[config.mk]
export PLATFORM = sky130hd
export DESIGN_NAME = circular_queue_with_sort
export DESIGN_NICKNAME = d
export VERILOG_FILES = /design/src/sv/cqs_pkg.sv /design/src/sv/cqs_store.sv /design/src/sv/cqs_cmp.sv /design/src/sv/circular_queue_with_sort.sv
export SDC_FILE = /design/constraint.sdc
export NUM_CORES = 1
export LEC_CHECK = 0
export BUFFER_PORTS_ARGS = -buffer_cell sky130_fd_sc_hd__buf_2
export CAP_MARGIN = 20
export CORE_MARGIN = 5
export CORE_UTILIZATION = 62
export DETAILED_ROUTE_END_ITERATION = 8
export PLACE_DENSITY = 0.8
export SETUP_SLACK_MARGIN = 0.02
export SKIP_CTS_REPAIR_TIMING = 1
export SYNTH_ARGS = -nofsm -noshare
export SYNTH_HDL_FRONTEND = slang
export SYNTH_HIERARCHICAL = 1
export SYNTH_SLANG_ARGS = --single-unit
[constraint.sdc]
create_clock -name clk -period 7 [get_ports clk]
set_input_delay 1.4 -clock clk [delete_from_list [all_inputs] [get_ports clk]]
set_output_delay 1.4 -clock clk [all_outputs]
set_load 0.005 [all_outputs]
[src/sv/cqs_pkg.sv]
// ----------------------------------------------------------------------------
// Circular queue with sort: shared package
// Types, constants and index helpers used by the queue sequencer and its store.
// ----------------------------------------------------------------------------
package cqs_pkg;

  localparam int DEPTH  = 8;
  localparam int DATA_W = 32;
  localparam int IDX_W  = (DEPTH > 1) ? $clog2(DEPTH) : 1;
  localparam int CNT_W  = $clog2(DEPTH + 1);

  typedef enum logic [1:0] {
    MODE_INSERT = 2'd0,
    MODE_REMOVE = 2'd1,
    MODE_READ   = 2'd2,
    MODE_SORT   = 2'd3
  } mode_t;

  typedef enum logic [1:0] {
    ST_OK    = 2'd0,
    ST_FULL  = 2'd1,
    ST_EMPTY = 2'd2
  } status_t;

  typedef enum logic [2:0] {
    S_IDLE,
    S_SORT_RD,
    S_SORT_CMP,
    S_SORT_WB,
    S_READ,
    S_EMIT
  } state_t;

  typedef struct packed {
    mode_t              mode;
    logic signed [31:0] value;
  } in_word_t;

  typedef struct packed {
    logic signed [31:0] data;
    status_t            status;
    logic               last;
  } out_word_t;

  // Request from the sequencer to the entry store.
  typedef struct packed {
    logic              we;
    logic [IDX_W-1:0]  waddr;
    logic [DATA_W-1:0] wdata;
    logic              re;
    logic [IDX_W-1:0]  raddr_a;
    logic [IDX_W-1:0]  raddr_b;
  } store_req_t;

  // Physical slot of the entry at queue position pos.
  function automatic logic [IDX_W-1:0] slot_of(input logic [IDX_W-1:0] head,
                                               input logic [IDX_W-1:0] pos);
    logic [IDX_W:0] sum;
    sum = {1'b0, head} + {1'b0, pos};
    if (sum >= (IDX_W+1)'(DEPTH)) begin
      sum = sum - (IDX_W+1)'(DEPTH);
    end
    return sum[IDX_W-1:0];
  endfunction

  function automatic logic [IDX_W-1:0] wrap_inc(input logic [IDX_W-1:0] idx);
    logic [IDX_W-1:0] res;
    if (idx == IDX_W'(DEPTH - 1)) begin
      res = '0;
    end else begin
      res = idx + IDX_W'(1);
    end
    return res;
  endfunction

endpackage

[src/sv/cqs_store.sv]
// ----------------------------------------------------------------------------
// Circular queue entry store
// One write port and two registered read ports over the queue entries.
// ----------------------------------------------------------------------------
module cqs_store
  import cqs_pkg::*;
(
  input  logic              clk,
  input  store_req_t        req,
  output logic [DATA_W-1:0] rd_a,
  output logic [DATA_W-1:0] rd_b
);

  logic [DATA_W-1:0] mem [DEPTH];

  always_ff @(posedge clk) begin
    if (req.we) begin
      mem[req.waddr] <= req.wdata;
    end
  end

  always_ff @(posedge clk) begin
    if (req.re) begin
      rd_a <= mem[req.raddr_a];
      rd_b <= mem[req.raddr_b];
    end
  end

endmodule

[src/sv/cqs_cmp.sv]
// ----------------------------------------------------------------------------
// Circular queue compare unit
// Signed greater-than compare shared by every step of the sort.
// ----------------------------------------------------------------------------
module cqs_cmp
  import cqs_pkg::*;
(
  input  logic [DATA_W-1:0] a,
  input  logic [DATA_W-1:0] b,
  output logic              gt
);

  assign gt = $signed(a) > $signed(b);

endmodule

[src/sv/circular_queue_with_sort.sv]
// ----------------------------------------------------------------------------
// Circular queue with sort: top level
// Insert and remove each leave one result word in the output register.
// Read out goes through a store read, then an emit, for each held entry.
// Sort handles each compared pair with a read, a compare, and a second
// write when the pair is exchanged, through the single store
// write port and the shared compare unit, then reads out as above.
// Reset (synchronous, active low) empties the queue; entries are not cleared.
// ----------------------------------------------------------------------------
module circular_queue_with_sort
  import cqs_pkg::*;
(
  input  logic      clk,
  input  logic      rst_n,
  input  logic      in_valid,
  output logic      in_stall,
  input  in_word_t  in_word,
  output logic      out_valid,
  input  logic      out_stall,
  output out_word_t out_word
);

  // Queue pointers and fill level.
  logic [IDX_W-1:0] head_r, head_nxt;
  logic [IDX_W-1:0] tail_r, tail_nxt;
  logic [CNT_W-1:0] fill_r, fill_nxt;

  // Sequencer state and the loop counters of the sort and the read out.
  state_t           state_r, state_nxt;
  logic [IDX_W-1:0] i_r, i_nxt;
  logic [IDX_W-1:0] j_r, j_nxt;
  logic [IDX_W-1:0] k_r, k_nxt;

  // Output register; the input side can move on while the held word drains.
  logic      out_valid_r, out_valid_nxt;
  out_word_t out_word_r, out_word_nxt;

  store_req_t        sreq;
  logic [DATA_W-1:0] rd_a;
  logic [DATA_W-1:0] rd_b;
  logic              gt;

  logic out_free;
  logic in_acc;
  logic j_last;
  logic i_last;
  logic sort_done;
  logic k_last;

  cqs_store u_store (
    .clk  (clk),
    .req  (sreq),
    .rd_a (rd_a),
    .rd_b (rd_b)
  );

  cqs_cmp u_cmp (
    .a  (rd_a),
    .b  (rd_b),
    .gt (gt)
  );

  // The output register can take a new word when it is empty or draining.
  assign out_free = !out_valid_r || !out_stall;
  assign in_stall = (state_r != S_IDLE) || !out_free;
  assign in_acc   = in_valid && !in_stall;

  // The sort walks pairs (i, j) with i < j over queue positions; the pass
  // ends once the last position has been compared against the one before it.
  assign j_last    = (CNT_W'(j_r) + CNT_W'(1)) == fill_r;
  assign i_last    = (CNT_W'(i_r) + CNT_W'(2)) == fill_r;
  assign sort_done = j_last && i_last;
  assign k_last    = (CNT_W'(k_r) + CNT_W'(1)) == fill_r;

  assign out_valid = out_valid_r;
  assign out_word  = out_word_r;

  // Next state.
  always_comb begin
    state_nxt = state_r;
    case (state_r)
      S_IDLE: begin
        if (in_acc) begin
          case (in_word.mode)
            MODE_READ: begin
              if (fill_r != '0) begin
                state_nxt = S_READ;
              end
            end
            MODE_SORT: begin
              if (fill_r >= CNT_W'(2)) begin
                state_nxt = S_SORT_RD;
              end else if (fill_r != '0) begin
                state_nxt = S_READ;
              end
            end
            default: state_nxt = S_IDLE;
          endcase
        end
      end
      S_SORT_RD: state_nxt = S_SORT_CMP;
      S_SORT_CMP: begin
        if (gt) begin
          state_nxt = S_SORT_WB;
        end else if (sort_done) begin
          state_nxt = S_READ;
        end else begin
          state_nxt = S_SORT_RD;
        end
      end
      S_SORT_WB: begin
        if (sort_done) begin
          state_nxt = S_READ;
        end else begin
          state_nxt = S_SORT_RD;
        end
      end
      S_READ: state_nxt = S_EMIT;
      S_EMIT: begin
        if (out_free) begin
          state_nxt = k_last ? S_IDLE : S_READ;
        end
      end
      default: state_nxt = S_IDLE;
    endcase
  end

  // Datapath control: store requests, pointer updates, counters and the
  // output register load.
  always_comb begin
    head_nxt      = head_r;
    tail_nxt      = tail_r;
    fill_nxt      = fill_r;
    i_nxt         = i_r;
    j_nxt         = j_r;
    k_nxt         = k_r;
    out_word_nxt  = out_word_r;
    out_valid_nxt = out_valid_r;

    sreq.we      = 1'b0;
    sreq.waddr   = tail_r;
    sreq.wdata   = in_word.value;
    sreq.re      = 1'b0;
    sreq.raddr_a = slot_of(head_r, (state_r == S_READ) ? k_r : i_r);
    sreq.raddr_b = slot_of(head_r, j_r);

    if (out_valid_r && !out_stall) begin
      out_valid_nxt = 1'b0;
    end

    case (state_r)
      S_IDLE: begin
        if (in_acc) begin
          out_valid_nxt       = 1'b1;
          out_word_nxt.data   = '0;
          out_word_nxt.status = ST_OK;
          out_word_nxt.last   = 1'b1;
          k_nxt               = '0;
          i_nxt               = '0;
          j_nxt               = IDX_W'(1);
          case (in_word.mode)
            MODE_INSERT: begin
              if (fill_r == CNT_W'(DEPTH)) begin
                out_word_nxt.status = ST_FULL;
              end else begin
                sreq.we  = 1'b1;
                tail_nxt = wrap_inc(tail_r);
                fill_nxt = fill_r + CNT_W'(1);
              end
            end
            MODE_REMOVE: begin
              if (fill_r == '0) begin
                out_word_nxt.status = ST_EMPTY;
              end else begin
                head_nxt = wrap_inc(head_r);
                fill_nxt = fill_r - CNT_W'(1);
              end
            end
            default: begin
              // Read out and sort give a word here only for an empty queue;
              // otherwise the words come from the emit state.
              if (fill_r == '0) begin
                out_word_nxt.status = ST_EMPTY;
              end else begin
                out_valid_nxt = out_valid_r && out_stall;
                out_word_nxt  = out_word_r;
              end
            end
          endcase
        end
      end
      S_SORT_RD: begin
        sreq.re = 1'b1;
      end
      S_SORT_CMP: begin
        if (gt) begin
          // First half of the exchange: the smaller word moves down.
          sreq.we    = 1'b1;
          sreq.waddr = slot_of(head_r, i_r);
          sreq.wdata = rd_b;
        end else if (j_last) begin
          i_nxt = i_r + IDX_W'(1);
          j_nxt = i_r + IDX_W'(2);
        end else begin
          j_nxt = j_r + IDX_W'(1);
        end
      end
      S_SORT_WB: begin
        sreq.we    = 1'b1;
        sreq.waddr = slot_of(head_r, j_r);
        sreq.wdata = rd_a;
        if (j_last) begin
          i_nxt = i_r + IDX_W'(1);
          j_nxt = i_r + IDX_W'(2);
        end else begin
          j_nxt = j_r + IDX_W'(1);
        end
      end
      S_READ: begin
        sreq.re = 1'b1;
      end
      S_EMIT: begin
        if (out_free) begin
          out_valid_nxt       = 1'b1;
          out_word_nxt.data   = rd_a;
          out_word_nxt.status = ST_OK;
          out_word_nxt.last   = k_last;
          k_nxt               = k_r + IDX_W'(1);
        end
      end
      default: begin
      end
    endcase
  end

  always_ff @(posedge clk) begin
    if (!rst_n) begin
      state_r     <= S_IDLE;
      head_r      <= '0;
      tail_r      <= '0;
      fill_r      <= '0;
      out_valid_r <= 1'b0;
    end else begin
      state_r     <= state_nxt;
      head_r      <= head_nxt;
      tail_r      <= tail_nxt;
      fill_r      <= fill_nxt;
      out_valid_r <= out_valid_nxt;
    end
  end

  always_ff @(posedge clk) begin
    i_r        <= i_nxt;
    j_r        <= j_nxt;
    k_r        <= k_nxt;
    out_word_r <= out_word_nxt;
  end

endmodule
==> impl_metrics.ini, run 1 <==
[critical_path]
cp.arrival_ps = 5470
cpMaxStageDelayCell = nor2_4
crit_path_end_kind = flip-flop
path_delay_family = simple AND/OR/NAND/NOR gates
critPathRequiredTime_ps = 7210
cp_max_fo = 18
cpPeakStageDelay_ps = 640
cp_cell_sequence = ha_1, nand4_1, nor4_1, o31ai_1, o2111ai_1, mux2i_4, nor2b_1, a22oi_1, o21ai_0, nand2_1, nor2_4, buf_4
cp-start-kind = flip-flop
path_buf_inv = 1
crit_type = flip-flop to flip-flop

[synth]
syn_area_um2 = 18700
ys_seq_area_share_pct = 60.0
async_flop_share_pct = 0
synth_top_cell_by_area = edfxtp_1
yosys-top-cells-area = edfxtp_1 (59%), mux4_1 (11%), mux4_2 (5.8%), mux2_2 (4.0%), ha_1 (3.0%)
syn_area_per_cell_um2 = 16.8
synth_cell_types = 56
post-synth-top-count-cell = edfxtp_1
synth_warnings = 6
synth-edff-count = 364
postSynthNetCount = 1200
ys_seq_elements = 378
postSynthCellCount = 1113
synth_top_area_share_pct = 58.5
synthFlopType = edfxtp_1
synth_common_cells = edfxtp_1 (364), mux4_1 (80), mux2_2 (67)

[die]
die_w_um = 184
initial_core_util_pct = 62.8
die_area_um2 = 33700
rows = 63
die_y_um = 184
io_pins = 75
core_region_area_um2 = 29700

[detailed_routing]
drtPass1Iterations = 5
wl_per_cell_um = 27.8
drc = 0
route.vias.total = 11146
wl_um = 44400
vias_per_cell = 6.99
drt_iter0_markers = 1206
ant_nets = 0

[clocking]
clk_latency_ps = 530
cts.clk_slew.worst_paths_ps = 60
cts_tree = done
numCtsBuffers = 39
clockBufferDepth = 3
cts.sinks = 378
htreeDepth = 2
cts.root.buffer_cell = clkbuf_16

[global_route]
grt_pass1_vias = 11232
grt_pass1_wl_um = 66500
overflow = 0
busiest_layer = met2
grt_usage_pct = 26.2
met3_usage_pct = 6.25
use_met1_pct = 34.3
grtUsageMet2_pct = 43.2
antenna_found_initial = 1
grt_max_degree = 69

[pwr]
powerDensity_nw_per_um2 = 273
clockPowerShare_pct = 37.8
p_comb_share_pct = 14.8
power.share.switching_pct = 24.4
vdd_drop_max_mv = 0.212
power_frac_seq_pct = 47.4
p_leak_nw = 7.39
power.switching_mw = 1.38
internal_power_mw = 4.28

[sta]
min_period_ps = 5250
fmax_ghz = 0.190
relSlewSlack_pct = 28.3
finalSetupViolCount = 0
tightest_slew_ps = 1070
slew_viol_final = 0
rsz0062_at_grt = no
fin_skew_ps = 10.8
hold_violations = 0
finalCritPeriodShare_pct = 75.1
setup_tns_ps = 0

[outcome]
outcome = finished clean

[layout]
drive_gt1_share_pct = 24.7
n_fill_cell = 1838
fin_nets = 1261
diodes = 0
area.growth.synth_to_final_pct = 11.1
post-route-util_pct = 69.8

[job]
maxCapViolCount = 0

[worst_hold_path]
min_path_type = flip-flop to flip-flop

[placement]
dp_hpwl_um = 26400
finalWeightedCongestion = 0.887
numPortBuffers = 74
## worst register-to-register path: stages, from the launching register on
cell	delay, ps
edfxtp_1	430
ha_1	450
nand4_1	250
nor4_1	590
o31ai_1	200
o2111ai_1	220
mux2i_4	410
nor2b_1	360
a22oi_1	120
o21ai_0	580
nand2_1	280
nor2_4	640
buf_4	410
## registers in the layout (all words and copies together) (netlist names)
| signal | flops |
|---|---|
| state_r | 3 |
| out_valid | 1 |
| u_store/rd_a | 32 |
| i_r | 3 |
| j_r | 3 |
| fill_r | 4 |
| tail_r | 3 |
| u_store/rd_b | 32 |
| out_word | 35 |
| k_r | 3 |
| u_store/mem | 256 |
| head_r | 3 |
## power groups by stage
stage               Clock (mW)  Sequential (mW)  Combinational, mW
floorplan                    0             2.72              0.605
global placement             0             2.72              0.807
detailed placement           0             2.73              0.827
CTS                       2.17             2.68              0.837
global route              2.26             2.69              0.900
finish                    2.14             2.68              0.839
## routing by layer
| layer | vias to the layer above | share of wire (%) |
|---|---|---|
| met4 | 2 | 4.2 |
| met2 | 680 | 49 |
| met3 | 132 | 9.8 |
| met5 | - | 0.016 |
| met1 | 5621 | 37 |
| li1 | 4711 | - |
## cell type report
type                            count  area, um2  area share (%)
Timing Repair Buffer               96        536            2.58
Tap cell                          390        488            2.35
Clock buffer                       48       1030            4.97
Multi-Input combinational cell    618       7030            33.9
Clock inverter                     24        290            1.40
Inverter                           41        154           0.742
Sequential cell                   378      11200            54.1
## cells by family (layout without fill, tap and decap cells)
kind of cell,Yosys count,count (layout),synth area share [%]
flip-flops,378,378,60.0
multiplexers,202,202,21.5
AND/OR/NAND/NOR,178,178,5.41
AO/OA/AOI/OAI,169,169,5.69
buffers and inverters,117,209,3.02
adder cells (fa/ha/maj),49,49,3.44
XOR/XNOR,20,20,0.938
## cell usage in the layout (no fill, tap or decap), drive strengths merged, types with 37 or more instances in the layout
cell type / count
nor2b: 38
mux4: 128
inv: 42
edfxtp: 364
clkbuf: 48
mux2: 67
o21ai: 46
buf: 96
ha: 45
a31oi: 37
## path summary, 6_finish.rpt
path / start / to / slack, ps / cells after the start
worst max-delay path: u_store/rd_a[31] / u_store/mem[7][21] / 1750 / 12
worst min-delay path: tail_r[1] / tail_r[1] / 510 / 2
worst max register to register: u_store/rd_a[31] / u_store/mem[7][21] / 1750 / 12
worst min register to register: tail_r[1] / tail_r[1] / 510 / 2
## metrics by stage
step | hold WS (ps) | instance area (um2) | setup slack [ps] | total power [mW] | instances
4_1_cts | 504 | 20700 | 1880 | 5.69 | 1595
2_1_floorplan | 457 | 18700 | 1580 | 3.32 | 1113
3_3_place_gp | 484 | 19400 | 2240 | 3.53 | 1523
6_report | 511 | 20700 | 1750 | 5.66 | 1595
5_1_grt | 545 | 20700 | 1550 | 5.85 | 1595
3_5_place_dp | 493 | 19400 | 1950 | 3.56 | 1523
Note: power is estimated with default switching activity, not from simulation.
==> inputs of run 2 (changes only) <==
- clock period: 7 -> 5.12 ns (I/O delays scaled with it)
==> run 2 against run 1 <==
Die area unchanged. Clock power increased by 22%. Register-to-register slack got worse by 1400 ps. Power increased by 32%. Sequential power increased by 37%. Sequential cell count unchanged. Final cell count increased by 0.31%. Utilization decreased by 0.080 points. Non-clock buffer count increased by 11. Setup slack got worse by 1400 ps. Design area decreased by 0.11%. Largest power group unchanged.
==> impl_metrics.ini, run 2 (synthesis gave the netlist of run 1 again) <==
[outcome]
outcome = finished clean

[die]
die_w_um = 184
initial_core_util_pct = 62.8
rows = 63
die_y_um = 184
io_pins = 75
die_area_um2 = 33700
core_region_area_um2 = 29700

[detailed_routing]
drc = 0
ant_nets = 0
wl_per_cell_um = 27.8
vias_per_cell = 6.97
route.vias.total = 11158
drt_iter0_markers = 1261
wl_um = 44600
drtPass1Iterations = 7

[global_route]
antenna_found_initial = 0
grt_pass1_wl_um = 67600
grt_pass1_vias = 11451
grt_max_degree = 78
grt_usage_pct = 26.5
overflow = 0

[critical_path]
path_delay_family = simple AND/OR/NAND/NOR gates
cp_max_fo = 41
crit_path_end_kind = flip-flop
cp.arrival_ps = 5000
path_buf_inv = 3
cp_cell_sequence = ha_1, nand4_1, nor4_1, o31ai_1, o2111ai_1, mux2i_4, buf_4, a31oi_1, o21ai_0, buf_4, nand2b_1, nor2_4, buf_12
cpPeakStageDelay_ps = 750
cpMostUsedCell = buf_4
cp-start-kind = flip-flop
cpMaxStageDelayCell = nor4_1
crit_type = flip-flop to flip-flop
critPathRequiredTime_ps = 5340

[layout]
drive_gt1_share_pct = 24.5
max_flop_register = u_store/mem
fin_nets = 1272
mostFrequentLayoutCells = edfxtp_1 (364), mux4_1 (80), buf_2 (74)
diodes = 0
largest_reg_flops = 256
mostFrequentLayoutCell = edfxtp_1
area.growth.synth_to_final_pct = 10.9
n_fill_cell = 1824

[sta]
fmax_ghz = 0.209
finalSetupViolCount = 0
tightest_slew_ps = 1060
min_period_ps = 4780
relSlewSlack_pct = 29.1
slew_viol_final = 0
setup_tns_ps = 0
hold_violations = 0
rsz0062_at_grt = no
fin_skew_ps = 17.3
finalCritPeriodShare_pct = 93.4

[clocking]
cts.root.buffer_cell = clkbuf_16
cts.sinks = 378
cts_tree = done
htreeDepth = 2
clockBufferDepth = 3
clk_latency_ps = 530
cts.clk_slew.worst_paths_ps = 60
numCtsBuffers = 39

[worst_hold_path]
min_path_type = flip-flop to flip-flop

[pwr]
p_leak_nw = 7.37
powerDensity_nw_per_um2 = 359
vdd_drop_max_mv = 0.239
power_mw = 7.44

[placement]
numPortBuffers = 74
dp_hpwl_um = 26900
finalWeightedCongestion = 0.836

[job]
maxCapViolCount = 0
## run 2: cell count changes in the layout (fill, tap and decap cells not counted)
cell,delta
nor3_2,-2
nor3_4,+2
clkinvlp_4,-2
bufinv_16,-5
buf_12,+4
buf_4,+7
clkinv_1,+2
clkinv_2,-6
clkbuf_1,+5
## run 2: final timing paths
path                         start                 end  slack, ps  cells past startpoint
hold reg to reg          tail_r[1]           tail_r[1]        490                      2
setup reg to reg  u_store/rd_a[31]  u_store/mem[5][24]        340                     13
setup / recovery  u_store/rd_a[31]  u_store/mem[5][24]        340                     13
hold / removal           tail_r[1]           tail_r[1]        490                      2
## run 2: metrics by stage
step                      cells  cell area, um2  utilization, %  setup slack [ps]  hold slack, ps
after floorplan            1113           18700               -               167             457
after global placement     1533           19500            65.8               685             480
after detailed placement   1533           19500            65.8               493             477
after CTS                  1599           20700            69.6               497             489
after global routing       1600           20700            69.7               155             534
final                      1600           20700            69.7               336             492
## run 2: per-layer routing
metal / wire [um] / track usage (%) / up-vias
met3: 4300 / 4.19 / 122
met4: 1590 / 9.56 / 0
met1: 16900 / 36.5 / 5624
met5: 0 / 0 / -
li1: - / - / 4744
met2: 21800 / 43.8 / 668
## run 2: where the power goes
part	switching [mW]	internal, mW	leakage, nW
Sequential	0.0646	3.60	3.41
Clock	1.12	1.49	0.561
Combinational	0.661	0.512	3.39
Total	1.85	5.60	7.37
## run 2: worst min-delay path: cells and delay by family, from the launching register on
family           cells  cell delay (ps)
AND/OR/NAND/NOR      1               80
flip-flops           1              330
AO/OA/AOI/OAI        1               40
## run 2: area by class of cell
cell class | instances | area (um2) | area share, %
Inverter | 41 | 154 | 0.743
Timing Repair Buffer | 107 | 668 | 3.23
Clock inverter | 13 | 103 | 0.495
Sequential cell | 378 | 11200 | 54.1
Multi-Input combinational cell | 618 | 7040 | 34.0
Clock buffer | 53 | 1050 | 5.07
Tap cell | 390 | 488 | 2.36
==> inputs of run 3 (changes only) <==
- CELL_PAD_IN_SITES_DETAIL_PLACEMENT: unset -> 0
- CELL_PAD_IN_SITES_GLOBAL_PLACEMENT: unset -> 1
- CORE_UTILIZATION: 62 -> 54
- PLACE_DENSITY: 0.8 -> unset
- PLACE_DENSITY_LB_ADDON: unset -> 0.1
==> run 3 against run 2 <==
Sequential share of layout area down 0.77 points. Global-route usage down 2.9 points. Utilization down 8.6 points. Highest routed layer unchanged. First-iteration DRC count down 31%. Critical path type unchanged. Combinational power about the same.
==> impl_metrics.ini, run 3 (synthesis gave the netlist of run 1 again) <==
[outcome]
outcome = finished clean

[pwr]
vdd_drop_max_mv = 0.264
p_leak_nw = 7.49
powerDensity_nw_per_um2 = 367
power.switching_mw = 1.92
power.share.switching_pct = 24.9
p_comb_share_pct = 15.3
internal_power_mw = 5.80
clockPowerShare_pct = 37.1
power_mw = 7.71
power_frac_seq_pct = 47.6

[die]
rows = 68
die_area_um2 = 38400
die_y_um = 196
initial_core_util_pct = 54.3
io_pins = 75
core_region_area_um2 = 34400
die_w_um = 196

[sta]
finalCritPeriodShare_pct = 94.7
relSlewSlack_pct = 27.3
setup_slack_ps = 273
finalSetupViolCount = 0
fin_skew_ps = 22.2
slew_viol_final = 0
tightest_slew_ps = 1070
setup_tns_ps = 0
fmax_ghz = 0.206
hold_violations = 0
min_period_ps = 4850
rsz0062_at_grt = no

[layout]
largest_reg_flops = 256
mostFrequentLayoutCells = edfxtp_1 (364), mux4_1 (80), buf_2 (74)
n_fill_cell = 2584
diodes = 0
area.growth.synth_to_final_pct = 12.6
fin_nets = 1282
mostFrequentLayoutCell = edfxtp_1
max_flop_register = u_store/mem
drive_gt1_share_pct = 25.6

[global_route]
grt_pass1_wl_um = 68200
grt_max_degree = 77
grt_usage_pct = 23.6
antenna_found_initial = 0
grt_pass1_vias = 10981
overflow = 0

[worst_hold_path]
min_to = tail_r[1]
hold_depth = 2
hold_start = tail_r[1]
min_path_type = flip-flop to flip-flop

[placement]
dp_hpwl_um = 28000
dpl_worst_slack_ps = -335
finalWeightedCongestion = 0.778
numPortBuffers = 74

[detailed_routing]
wl_um = 45500
ant_nets = 0
drt_iter0_markers = 867
vias_per_cell = 6.43
route.vias.total = 10803
wl_per_cell_um = 27.1
drc = 0
drtPass1Iterations = 5

[critical_path]
crit_type = flip-flop to flip-flop
timing.rr.end = u_store/mem[3][18]
crit_path_end_kind = flip-flop
cp_max_fo = 20
critPathRequiredTime_ps = 5310
worstReg2RegStart = u_store/rd_a[14]
cp-start-kind = flip-flop
r2r_cells = 13
r2r_slack_ps = 270
cp.arrival_ps = 5040

[job]
maxCapViolCount = 0

[clocking]
clk_latency_ps = 550
clockBufferDepth = 3
htreeDepth = 2
cts.clk_slew.worst_paths_ps = 60
cts_tree = done
cts.sinks = 378
numCtsBuffers = 42
cts.root.buffer_cell = clkbuf_16
## run 3: changes by cell type in the layout (fill, tap and decap cells not counted), sizes merged
cell	previous run	this run
buf	107	114
clkinvlp	0	1
clkinv	11	14
inv	42	43
clkbuf	53	56
bufinv	1	2
## run 3: worst max path at each step
stage / start / depth (start not counted) / to / slack (ps)
after floorplan: u_store/rd_a[14] / 13 / u_store/mem[3][0] / 170
after global placement: u_store/rd_a[14] / 13 / u_store/mem[3][24] / -190
after detailed placement: u_store/rd_a[14] / 13 / u_store/mem[3][24] / -340
after CTS: u_store/rd_a[14] / 13 / u_store/mem[3][25] / -370
after global routing: u_store/rd_a[14] / 11 / u_store/mem[5][26] / 30
final: u_store/rd_a[14] / 13 / u_store/mem[3][18] / 270
## run 3: metal layers
layer / routed length (um) / part of all wire [%] / up-vias / GRT usage (%)
met2: 21700 / 48 / 367 / 37.6
met1: 19800 / 43 / 5588 / 34.4
met4: 1400 / 3.1 / 0 / 7.27
li1: - / - / 4764 / -
met5: 0 / 0 / - / 0
met3: 2660 / 5.8 / 84 / 3.40
## run 3: cell type report
class                   count  area [um2]  area share, %
inverters                  41         154          0.732
clock inverters            19         159          0.756
well taps                 455         569           2.71
repair buffers            114         721           3.43
flip-flops and latches    378       11200           53.3
clock buffers              56        1140           5.45
multi-input cells         618        7060           33.6
## run 3: power groups by stage
stage	registers [mW]	logic, mW	clock network (mW)
floorplan	3.71	0.827	0
global placement	3.73	1.18	0
detailed placement	3.73	1.18	0
CTS	3.67	1.19	2.92
global route	3.68	1.28	3.04
finish	3.67	1.18	2.86
## run 3: critical path: stages, from the launching register on
cell and delay (ps):
edfxtp_1 470, ha_1 380, nand4_1 310, nor4_4 530, a21boi_1 350, o31ai_1 130, o2111ai_1 190, mux2i_4 350
nor2b_1 370, a22oi_1 140, o21ai_1 470, nand2_1 260, nor2_4 170, buf_4 360
## run 3: metrics by stage
stage	util [%]	instances	instance area, um2	hold slack, ps
final	61.1	1681	21000	496
after global routing	61.1	1681	21000	515
after CTS	61.1	1681	21000	492
after detailed placement	57.3	1606	19700	484
after global placement	57.3	1606	19700	489
after floorplan	-	1113	18700	457
